===== src/rtl/bb3_pkg.sv =====
// Shared constants, types and helpers for the 3x3 box blur stream block.
package bb3_pkg;

   localparam int MAX_WIDTH   = 1024;
   localparam int ADDR_W      = $clog2(MAX_WIDTH);
   localparam int CH_W        = 8;
   localparam int PIX_W       = 3 * CH_W;
   localparam int SUM_W       = 12;
   localparam int RECIP_W     = 21;
   localparam int RECIP_SHIFT = 20;
   localparam int WIDTH_W     = 11;
   localparam int HEIGHT_W    = 16;
   localparam int COL_W       = 10;
   localparam int CSR_IDX_W   = 8;
   localparam int CSR_DATA_W  = 16;
   localparam int RSP_DATA_W  = 56;

   localparam logic [CSR_IDX_W-1:0] REG_IMAGE_WIDTH  = 8'd0;
   localparam logic [CSR_IDX_W-1:0] REG_IMAGE_HEIGHT = 8'd1;

   // Command from the controller to the datapath.
   typedef struct packed {
      logic                pix_load;
      logic                shift_en;
      logic                sum_en;
      logic                div_en;
      logic                out_load;
      logic [ADDR_W-1:0]   addr;
      logic [1:0]          row_first;
      logic [1:0]          col_first;
      logic [HEIGHT_W-1:0] out_row;
      logic [COL_W-1:0]    out_col;
      logic                last;
      logic                done;
   } bb3_cmd_type;

   typedef struct packed {
      logic out_free;
   } bb3_stat_type;

   // Reciprocal of the neighbor count, scaled by 2**RECIP_SHIFT and rounded up;
   // exact for every sum below 2**SUM_W.
   function automatic logic [RECIP_W-1:0] recip(input logic [3:0] count);
      logic [RECIP_W-1:0] m;
      begin
         case (count)
            4'd1:    m = 21'd1048576;
            4'd2:    m = 21'd524288;
            4'd3:    m = 21'd349526;
            4'd4:    m = 21'd262144;
            4'd6:    m = 21'd174763;
            4'd9:    m = 21'd116509;
            default: m = 21'd1048576;
         endcase
         recip = m;
      end
   endfunction

endpackage


===== src/rtl/bb3_ctrl.sv =====
// Controller: configuration, position counters and result sequencing.
module bb3_ctrl (
   input  logic                           clock,
   input  logic                           reset,
   input  logic                           csr_valid,
   input  logic [bb3_pkg::CSR_IDX_W-1:0]  csr_index,
   input  logic [bb3_pkg::CSR_DATA_W-1:0] csr_data,
   input  logic                           req_tvalid,
   output logic                           req_tready,
   input  bb3_pkg::bb3_stat_type          stat,
   output bb3_pkg::bb3_cmd_type           cmd
);
   import bb3_pkg::*;

   typedef enum logic [2:0] {
      S_IDLE, S_SHIFT, S_SEL, S_SUM, S_DIV, S_OUT
   } state_type;

   state_type             state_ff, state_in;
   logic [WIDTH_W-1:0]    width_ff, width_in;
   logic [HEIGHT_W-1:0]   height_ff, height_in;
   logic [COL_W-1:0]      col_ff, col_in;
   logic [HEIGHT_W-1:0]   row_ff, row_in;
   logic [COL_W-1:0]      c_ff, c_in;
   logic [HEIGHT_W-1:0]   r_ff, r_in;
   logic [3:0]            cand_ff, cand_in;
   logic [1:0]            k_ff, k_in;

   logic [WIDTH_W-1:0]    w_eff;
   logic [HEIGHT_W-1:0]   h_eff;
   logic                  row_end, last_row, accept;
   logic                  has_up, has_left, more;

   assign w_eff = (width_ff == '0) ? WIDTH_W'(1) :
                  (width_ff > WIDTH_W'(MAX_WIDTH)) ? WIDTH_W'(MAX_WIDTH) : width_ff;
   assign h_eff = (height_ff == '0) ? HEIGHT_W'(1) : height_ff;
   assign row_end  = ({1'b0, col_ff} + WIDTH_W'(1)) >= w_eff;
   assign last_row = ({1'b0, row_ff} + (HEIGHT_W+1)'(1)) >= {1'b0, h_eff};
   assign req_tready = (state_ff == S_IDLE);
   assign accept = req_tvalid && req_tready;

   // Window edges and position of the current candidate result
   always_comb begin
      has_up   = k_ff[1] ? (r_ff >= HEIGHT_W'(1)) : (r_ff >= HEIGHT_W'(2));
      has_left = k_ff[0] ? (c_ff >= COL_W'(1)) : (c_ff >= COL_W'(2));
      more     = 1'b0;
      case (k_ff)
         2'd0:    more = |cand_ff[3:1];
         2'd1:    more = |cand_ff[3:2];
         2'd2:    more = cand_ff[3];
         default: more = 1'b0;
      endcase
      cmd.pix_load  = accept;
      cmd.shift_en  = (state_ff == S_SHIFT);
      cmd.sum_en    = (state_ff == S_SUM);
      cmd.div_en    = (state_ff == S_DIV);
      cmd.out_load  = (state_ff == S_OUT) && stat.out_free;
      cmd.addr      = (state_ff == S_IDLE || state_ff == S_SHIFT) ? col_ff : c_ff;
      cmd.row_first = k_ff[1] ? (has_up ? 2'd1 : 2'd2) : (has_up ? 2'd0 : 2'd1);
      cmd.col_first = k_ff[0] ? (has_left ? 2'd1 : 2'd2) : (has_left ? 2'd0 : 2'd1);
      cmd.out_row   = k_ff[1] ? r_ff : r_ff - HEIGHT_W'(1);
      cmd.out_col   = k_ff[0] ? c_ff : c_ff - COL_W'(1);
      cmd.last      = !more;
      cmd.done      = (k_ff == 2'd3);
   end

   // Next state
   always_comb begin
      state_in  = state_ff;
      width_in  = width_ff;
      height_in = height_ff;
      col_in    = col_ff;
      row_in    = row_ff;
      c_in      = c_ff;
      r_in      = r_ff;
      cand_in   = cand_ff;
      k_in      = k_ff;
      case (state_ff)
         S_IDLE: begin
            if (accept) begin
               state_in = S_SHIFT;
            end
         end
         S_SHIFT: begin
            // latch the position, pick the results this pixel releases
            c_in    = col_ff;
            r_in    = row_ff;
            k_in    = 2'd0;
            cand_in[0] = (row_ff >= HEIGHT_W'(1)) && (col_ff >= COL_W'(1));
            cand_in[1] = (row_ff >= HEIGHT_W'(1)) && row_end;
            cand_in[2] = last_row && (col_ff >= COL_W'(1));
            cand_in[3] = last_row && row_end;
            if (row_end) begin
               col_in = '0;
               row_in = last_row ? '0 : row_ff + HEIGHT_W'(1);
            end else begin
               col_in = col_ff + COL_W'(1);
            end
            state_in = S_SEL;
         end
         S_SEL: begin
            if (cand_ff[k_ff]) begin
               state_in = S_SUM;
            end else if (k_ff == 2'd3) begin
               state_in = S_IDLE;
            end else begin
               k_in = k_ff + 2'd1;
            end
         end
         S_SUM: state_in = S_DIV;
         S_DIV: state_in = S_OUT;
         S_OUT: begin
            if (stat.out_free) begin
               if (k_ff == 2'd3) begin
                  state_in = S_IDLE;
               end else begin
                  k_in     = k_ff + 2'd1;
                  state_in = S_SEL;
               end
            end
         end
         default: state_in = S_IDLE;
      endcase
      // register write restarts the image
      if (csr_valid) begin
         if (csr_index == REG_IMAGE_WIDTH) begin
            width_in = csr_data[WIDTH_W-1:0];
            col_in   = '0;
            row_in   = '0;
         end else if (csr_index == REG_IMAGE_HEIGHT) begin
            height_in = csr_data;
            col_in    = '0;
            row_in    = '0;
         end
      end
   end

   always_ff @(posedge clock) begin
      if (reset) begin
         state_ff  <= S_IDLE;
         width_ff  <= WIDTH_W'(MAX_WIDTH);
         height_ff <= HEIGHT_W'(1);
         col_ff    <= '0;
         row_ff    <= '0;
         cand_ff   <= '0;
         k_ff      <= '0;
      end else begin
         state_ff  <= state_in;
         width_ff  <= width_in;
         height_ff <= height_in;
         col_ff    <= col_in;
         row_ff    <= row_in;
         cand_ff   <= cand_in;
         k_ff      <= k_in;
      end
      c_ff <= c_in;
      r_ff <= r_in;
   end

endmodule


===== config.mk =====
export PLATFORM = sky130hd
export DESIGN_NAME = bb3_ctrl
export DESIGN_NICKNAME = d
export VERILOG_FILES = /design/src/rtl/bb3_pkg.sv /design/src/rtl/bb3_ctrl.sv
export SDC_FILE = /design/constraint.sdc
export NUM_CORES = 1
export LEC_CHECK = 0
export BUFFER_PORTS_ARGS = -buffer_cell sky130_fd_sc_hd__buf_2
export CAP_MARGIN = 0
export CORE_ASPECT_RATIO = 1.2
export CORE_UTILIZATION = 45
export CTS_CLUSTER_SIZE = 20
export DETAILED_ROUTE_END_ITERATION = 7
export PLACE_DENSITY_LB_ADDON = 0.1
export SLEW_MARGIN = 20
export SYNTH_ARGS = -nofsm -noshare
export SYNTH_HDL_FRONTEND = slang
export SYNTH_SLANG_ARGS = --single-unit

===== constraint.sdc =====
create_clock -name clock -period 8.9 [get_ports clock]
set_clock_uncertainty 0.1 [all_clocks]
set_input_delay 1.78 -clock clock [delete_from_list [all_inputs] [get_ports clock]]
set_output_delay 1.78 -clock clock [all_outputs]
set_load 0.01 [all_outputs]

==> impl_results.md, run 1 <==
* CP endpoint kind: output pin
* Hold Violations, Final at 0
* IO Pins at 77
* Vias in the first global route at 4,249
* Yosys reg bits at 88
* Antenna violations before repair at 0
* RSZ-0062 raised after global routing: false
* Most frequent cells in the layout: nor2_1 (77), buf_2 (76), nand2_1 (64)
* Finished Core Util at 53.2%
* Setup crit start kind: flop
* CTS Sinks at 88
* Routed via count at 4,471
* Global route total overflow at 0
* Fillcell total at 1,143
* Placed insts at 815
* Die H at 122 um
* Cell Rows at 43
* Hold Path Cell Cnt at 2
* Hold_sp: cand_ff[2]
* Synth Flop Type: dfxtp_1
* Syn_area_per_cell at 8.81 um2
* Post-synth top area share at 22.9%
* Initial Util at 46.6%
* Antenna viol nets, final at 0
* Reg2Reg Depth at 12
* Area of the multi-input gates at 3120 um2
* Final setup viols at 0
* Number of synthesized flops with an enable pin at 26
* Setup tns final at 0 ns
* Cells along the critical path: or3_4, or4_4, or4_4, nor3_1, ha_1, buf_2
* Critical path class: reg2out
* Max_cap viols at 0
* Setup WS post-layout at 4.40 ns
* Slowest CP cell: or4_4
* VDD IR max at 0.0000957 V
* Post-synthesis sequential area ratio at 37.3%
* Critical path peak fanout at 4
* Crit path required time at 7.02 ns
* Status: finished, final reports clean
* Initial DRC Count at 195
* Crit share post-route at 50.6%
* GRT Resource Usage Total at 20.9%
* Non-Filler Instances at 831
* Clock transition at path regs at 0.06 ns
* Total power at 0.911 mW
* Hold-fix buffers, CTS at 0
* Worst hold slack at 0.375 ns
* H-tree depth at 3
* Reg2reg end: row_ff[4]
* Syn Std Cell Area at 5420 um2
* Diodes inserted at 0
* Post-synth top area cell: dfxtp_1
* Critical Path Max Stage Delay at 0.45 ns
* Relative slew slack at 36.1%
* Routability-driven placement congestion ratio at 0.787
* WHS Endpoint: cand_ff[2]
* Register Area at 2020 um2
* Port-buffer cells at 76
* Power Density at 147 nW/um2
* Largest net degree at the start of global routing at 39
* Die ar. at 12,500 um2
* Share of layout cells above drive strength 1 at 16.6%
* Core ar. at 11,600 um2
* Placed inst area at 5870 um2
* Synthesized netlist net count at 689
* P&R area growth vs syn at 14.0%
* Yosys cell types at 56
* Post-place setup slack at 4.76 ns
* R2r startpoint: row_ff[0]
* Worst reg-to-reg setup slack at 5.03 ns
* DRC viols at 0
* Fmax at 0.222 GHz
* Worst-skew pair later-pin latency at 0.34 ns
* First-pass GRT wire length at 20.3 mm
* Ranking of synthesized cells by area: dfxtp_1 (23%), edfxtp_1 (14%), ha_1 (10%)
* Hold crit path type: reg2reg
* Minimum clock period at 4.50 ns
* Dpl hpwl at 9.01 mm
* Critical Path AT at 2.62 ns
* CTS buffer count at 9
* Setup bufs post-CTS at 0
* CTS Buffer Depth at 2
* Leakage at 2.59 nW
* Most used cell, CP: or4_4
* Post-DR vias/cell at 5.38
* Most common cell after layout, fill and taps aside: nor2_1
* DR WL/cell at 14.5 um
* Post-layout instance area at 6180 um2
* Post-layout nets at 743
* Slew Limit Fails at 0
* Share of flip-flops with an asynchronous set or reset at 0%
* Die Wd at 102 um
* Worst-margin pin slew at 0.958 ns
* Synth warnings at 0
* Post_cts resized at 0
* CTS Root Cell: clkbuf_16
* CTS tree: yes
* TritonRoute pass-1 iters at 8
* Mapped Cells at 615
* Final WL at 12.0 mm
cells by family after synthesis:
| logic type | Yosys count | share of synthesized area [%] |
|---|---|---|
| simple gates | 246 | 22.1 |
| xor+xnor | 51 | 8.24 |
| flops | 88 | 37.3 |
| fa+ha+maj | 45 | 10.4 |
| buf+inv | 70 | 5.15 |
| mux | 37 | 7.25 |
| compound gates | 78 | 9.51 |
critical path, delay by kind of cell (launching register included):
kind | cells | cell delay, ns
simple gates | 4 | 1.47
flops | 1 | 0.42
fa+ha+maj | 1 | 0.25
buf+inv | 1 | 0.14
registers in the layout, summed over array words and instances (netlist names):
signal     flops
height_ff     16
k_ff           2
row_ff        16
width_ff      11
cand_ff        4
r_ff          16
col_ff        10
state_ff       3
c_ff          10
final cells by class:
type / instances / share of cell area [%]
Sequential cell: 88 / 32.7
Inverter: 34 / 2.07
Clock inverter: 4 / 0.830
Timing Repair Buffer: 79 / 6.52
Tap cell: 157 / 3.18
Clock buffer: 12 / 4.17
Multi-Input combinational cell: 457 / 50.5
synth_stat cells (4+ instances only):
| library cell | count |
|---|---|
| mux2_2 | 8 |
| xor2_1 | 24 |
| a31oi_1 | 10 |
| nand2_1 | 64 |
| o21ai_0 | 12 |
| mux2i_1 | 28 |
| nor2_1 | 78 |
| inv_1 | 33 |
| and3_1 | 6 |
| and4_1 | 4 |
| clkbuf_1 | 25 |
| nor3_1 | 10 |
| and2_1 | 5 |
| a21oi_1 | 29 |
| nor4_1 | 16 |
| ha_1 | 45 |
| nand3_1 | 18 |
| xnor2_1 | 27 |
| dfxtp_1 | 62 |
| nand4_1 | 26 |
| edfxtp_1 | 26 |
| buf_2 | 7 |
routing by layer:
layer / track usage [%] / vias to the layer above / wire length [um]
met5: 0 / - / 0
met4: 10.8 / 0 / 318
li1: - / 2273 / -
met2: 33.9 / 104 / 5600
met1: 27.1 / 2072 / 5670
met3: 2.85 / 22 / 425
power by group:
group          total (mW)  switching (mW)  internal [mW]
clock network       0.389           0.153          0.235
registers           0.434          0.0115          0.423
logic              0.0884          0.0525         0.0359
total               0.911           0.217          0.694
worst max path at each step:
stage                     startpoint       to  slack (ns)  cells past startpoint
after floorplan              r_ff[6]  cmd[30]        4.90                      5
after global placement       r_ff[6]  cmd[30]        4.76                      6
after detailed placement     r_ff[7]  cmd[30]        4.76                      6
after CTS                    r_ff[6]  cmd[30]        4.38                      6
after global routing         r_ff[6]  cmd[30]        4.29                      6
final                        r_ff[6]  cmd[30]        4.40                      6
(Power assumes the default switching activity.)
==> inputs of run 2 (changes only) <==
clock period = 4.07 ns   (was 8.9 ns; I/O delays follow)
==> run 2 against run 1 <==
Compared with the run above: combinational power grew 120%; first-iteration DRC count increased by 9.2%; design area is 0.22% higher; utilization is 0.12 points higher; global-route usage is 0.47 points lower; via count grew 0.51%; critical endpoint is now row_ff[4]; largest power group unchanged.
==> impl_results.md, run 2 (same netlist as run 1, synthesis figures left out) <==
* Cell Rows at 43
* Port-buffer cells at 76
* Final WL at 12.0 mm
* CTS Root Cell: clkbuf_16
* Power Density at 310 nW/um2
* Setup WS post-layout at 0.421 ns
* Clock transition at path regs at 0.07 ns
* Placed insts at 821
* Initial DRC Count at 213
* Dpl hpwl at 9.02 mm
* Minimum clock period at 3.65 ns
* Critical path class: reg2reg
* Biggest regs: height_ff: 16 flops, r_ff: 16 flops, row_ff: 16 flops
* Crit share post-route at 89.7%
* P&R area growth vs syn at 14.3%
* Setup bufs post-CTS at 0
* DRC viols at 0
* H-tree depth at 3
* Post-layout instance area at 6190 um2
* Share of layout cells above drive strength 1 at 17.4%
* Hold Violations, Final at 0
* Die Wd at 102 um
* Hold-fix buffers, CTS at 0
* Fmax at 0.274 GHz
* First-pass GRT wire length at 20.0 mm
* Crit path required time at 4.20 ns
* Register Area at 2020 um2
* Hold crit path type: reg2reg
* Routed via count at 4,494
* IO Pins at 77
* Core ar. at 11,600 um2
* Vias in the first global route at 4,126
* Placed inst area at 5910 um2
* Routability-driven placement congestion ratio at 0.790
* Relative slew slack at 44.1%
* RSZ-0062 raised after global routing: false
* CTS Sinks at 88
* Critical path peak fanout at 17
* Worst-skew pair later-pin latency at 0.35 ns
* Worst hold slack at 0.373 ns
* Slew Limit Fails at 0
* Post-place setup slack at 0.502 ns
* Antenna viol nets, final at 0
* Post-layout nets at 749
* Post_cts resized at 0
* Diodes inserted at 0
* Global route total overflow at 0
* Critical Path AT at 3.77 ns
* Most frequent cells in the layout: nor2_1 (78), buf_2 (76), nand2_1 (64)
* Leakage at 2.60 nW
* Setup tns final at 0 ns
* Max_cap viols at 0
* Largest net degree at the start of global routing at 39
* Final setup viols at 0
* Die H at 122 um
* CP endpoint kind: flop
* Most common cell after layout, fill and taps aside: nor2_1
* Initial Util at 46.6%
* Fillcell total at 1,113
* Antenna violations before repair at 0
* CTS tree: yes
* CTS buffer count at 9
* Die ar. at 12,500 um2
* Worst-margin pin slew at 0.836 ns
* DR WL/cell at 14.3 um
* Setup crit start kind: flop
* GRT Resource Usage Total at 20.5%
* TritonRoute pass-1 iters at 4
* Non-Filler Instances at 837
* VDD IR max at 0.000195 V
* Area of the multi-input gates at 3120 um2
* Status: finished, final reports clean
* Post-DR vias/cell at 5.37
* CTS Buffer Depth at 2
run 2: area by class of cell:
type	count	area share (%)
clock buffers	9	3.64
flip-flops and latches	88	32.7
well taps	157	3.17
multi-input cells	457	50.4
inverters	34	2.06
clock inverters	7	0.889
repair buffers	85	7.23
run 2: critical path, cell delays in order (launching register included):
cell	delay (ns)
dfxtp_1	0.47
ha_1	0.25
and4_1	0.22
and2_1	0.20
and3_4	0.24
xor2_1	0.19
ha_1	0.26
nand4_1	0.12
nor2_1	0.09
a41o_1	0.26
a311oi_4	0.42
buf_4	0.29
nand2_1	0.10
o311ai_0	0.31
run 2: final timing paths:
check,slack (ns),cells after the start,from,to
setup / recovery,0.42,13,row_ff[0],row_ff[4]
hold / removal,0.37,1,height_ff[0],height_ff[0]
setup reg to reg,0.42,13,row_ff[0],row_ff[4]
hold reg to reg,0.37,1,height_ff[0],height_ff[0]
run 2: layer usage:
layer,GRT usage (%),vias to the layer above,share of wire (%)
li1,-,2296,-
met1,27.5,2101,48
met4,6.43,0,1.1
met3,3.64,7,3.6
met2,33.3,90,47
met5,0,-,0
run 2: metrics by stage:
stage	util, %	total power, mW
2_1_floorplan	-	1.09
4_1_cts	53.3	1.94
6_report	53.3	1.92
5_1_grt	53.3	2.00
3_3_place_gp	50.9	1.16
3_5_place_dp	50.9	1.17
run 2: where the power goes:
group	switching, mW	internal (mW)
combinational	0.113	0.0823
sequential	0.0262	0.924
clock	0.355	0.419
==> inputs of run 3 (changes only) <==
BUFFER_PORTS_ARGS = -buffer_cell sky130_fd_sc_hd__buf_4   (was -buffer_cell sky130_fd_sc_hd__buf_2)
GPL_ROUTABILITY_DRIVEN = 0   (was default)
==> run 3 against run 2 <==
Compared with the run above: sequential power about the same; wire length up 0.23%; highest routed layer unchanged; die area stayed put; utilization is 1.6 points higher; non-clock buffer count fell by 1; combinational power grew 15%; first-iteration DRC count grew 22%.
==> impl_results.md, run 3 (same netlist as run 1, synthesis figures left out) <==
* Slew Limit Fails at 0
* DR WL/cell at 14.3 um
* CTS buffer count at 9
* Setup tns final at 0 ns
* Antenna violations before repair at 0
* CTS Buffer Depth at 2
* TritonRoute pass-1 iters at 4
* VDD IR max at 0.000197 V
* Routed via count at 4,485
* Cell Rows at 43
* Hold-fix buffers, CTS at 0
* CP endpoint kind: flop
* Most used cell, CP: ha_1
* Vias in the first global route at 4,219
* Hold crit path type: reg2reg
* Critical Path Max Stage Delay at 0.48 ns
* Worst hold slack at 0.376 ns
* Leakage at 2.64 nW
* Post-DR vias/cell at 5.36
* Minimum clock period at 3.65 ns
* CTS tree: yes
* Crit share post-route at 89.7%
* Cells along the critical path: ha_1, and4_1, and2_1, and3_4, xor2_1, ha_1, nand4_1, nor2_1, a41o_1, a311oi_4, buf_4, nand2_1, o311ai_0
* IO Pins at 77
* Max_cap viols at 0
* Critical path class: reg2reg
* Crit path required time at 4.21 ns
* Status: finished, final reports clean
* First-pass GRT wire length at 20.1 mm
* Delay-heaviest family, CP: compound AO/OA/AOI/OAI gates
* Relative slew slack at 45.4%
* Most frequent cells in the layout: buf_4 (84), nor2_1 (78), nand2_1 (64)
* Port-buffer cells at 76
* Die ar. at 12,500 um2
* Critical path peak fanout at 9
* Final setup viols at 0
* Share of layout cells above drive strength 1 at 17.1%
* Biggest regs: height_ff: 16 flops, r_ff: 16 flops, row_ff: 16 flops
* Die Wd at 102 um
* Clock transition at path regs at 0.06 ns
* Power Density at 302 nW/um2
* Setup bufs post-CTS at 0
* RSZ-0062 raised after global routing: false
* Critical path buffers and inverters at 1
* Hold Violations, Final at 0
* CTS Root Cell: clkbuf_16
* Worst-skew pair later-pin latency at 0.34 ns
* Slowest CP cell: dfxtp_1
* Final WL at 12.0 mm
* Initial Util at 46.6%
* GRT Resource Usage Total at 20.7%
* H-tree depth at 3
* Setup crit start kind: flop
* Diodes inserted at 0
* Most common cell after layout, fill and taps aside: buf_4
* Dpl hpwl at 9.20 mm
* Post_cts resized at 0
* Largest net degree at the start of global routing at 39
* DRC viols at 0
* Post-layout nets at 748
* Die H at 122 um
* Core ar. at 11,600 um2
* Critical Path AT at 3.79 ns
* Fmax at 0.274 GHz
* Total power at 1.92 mW
* P&R area growth vs syn at 17.6%
* Antenna viol nets, final at 0
* Initial DRC Count at 259
* Worst-margin pin slew at 0.817 ns
* Global route total overflow at 0
* CTS Sinks at 88
-- run 3: cell count changes in the layout (fill, tap and decap cells not counted), sizes merged --
| cell | delta |
|---|---|
| buf | -1 |
-- run 3: worst paths after layout --
kind | end | depth (start not counted) | slack, ns | startpoint
hold / removal | height_ff[0] | 1 | 0.38 | height_ff[0]
setup reg to reg | row_ff[4] | 13 | 0.42 | row_ff[0]
hold reg to reg | height_ff[0] | 1 | 0.38 | height_ff[0]
setup / recovery | row_ff[4] | 13 | 0.42 | row_ff[0]
-- run 3: area by class of cell --
cell class                 instances  area, um2
inverter                          34        128
multi-input combinational        457       3130
clock inverter                     7       46.3
timing repair buffer              84        631
sequential                        88       2020
tap                              157        196
fill                            1115       5250
clock buffer                       9        225
-- run 3: per-stage QoR --
| stage | cell area (um2) | util (%) | setup WS, ns | std cells |
|---|---|---|---|---|
| final | 6370 | 54.9 | 0.418 | 836 |
| after global routing | 6370 | 54.9 | 0.119 | 836 |
| after CTS | 6370 | 54.9 | 0.441 | 836 |
| after detailed placement | 6100 | 52.5 | 0.480 | 820 |
| after global placement | 6090 | 52.4 | 0.570 | 820 |
| after floorplan | 5420 | - | 1.04 | 615 |
-- run 3: layer usage --
layer | vias up | GRT usage [%] | wire (um)
met5 | - | 0 | 0
met4 | 0 | 7.86 | 165
met3 | 10 | 3.02 | 410
met2 | 85 | 34.1 | 5770
met1 | 2100 | 27.3 | 5630
li1 | 2290 | - | -
-- run 3: power by group --
group          switching, mW  total (mW)  internal [mW]
sequential            0.0256       0.950          0.924
combinational          0.117       0.224          0.108
clock                  0.337       0.750          0.413
-- run 3: worst reg2reg max path: stages (launching register included) --
cell and delay [ns]:
dfxtp_1 0.48, ha_1 0.27, and4_1 0.24, and2_1 0.21, and3_4 0.24, xor2_1 0.22
ha_1 0.27, nand4_1 0.12, nor2_1 0.09, a41o_1 0.27, a311oi_4 0.46, buf_4 0.24
nand2_1 0.07, o311ai_0 0.26
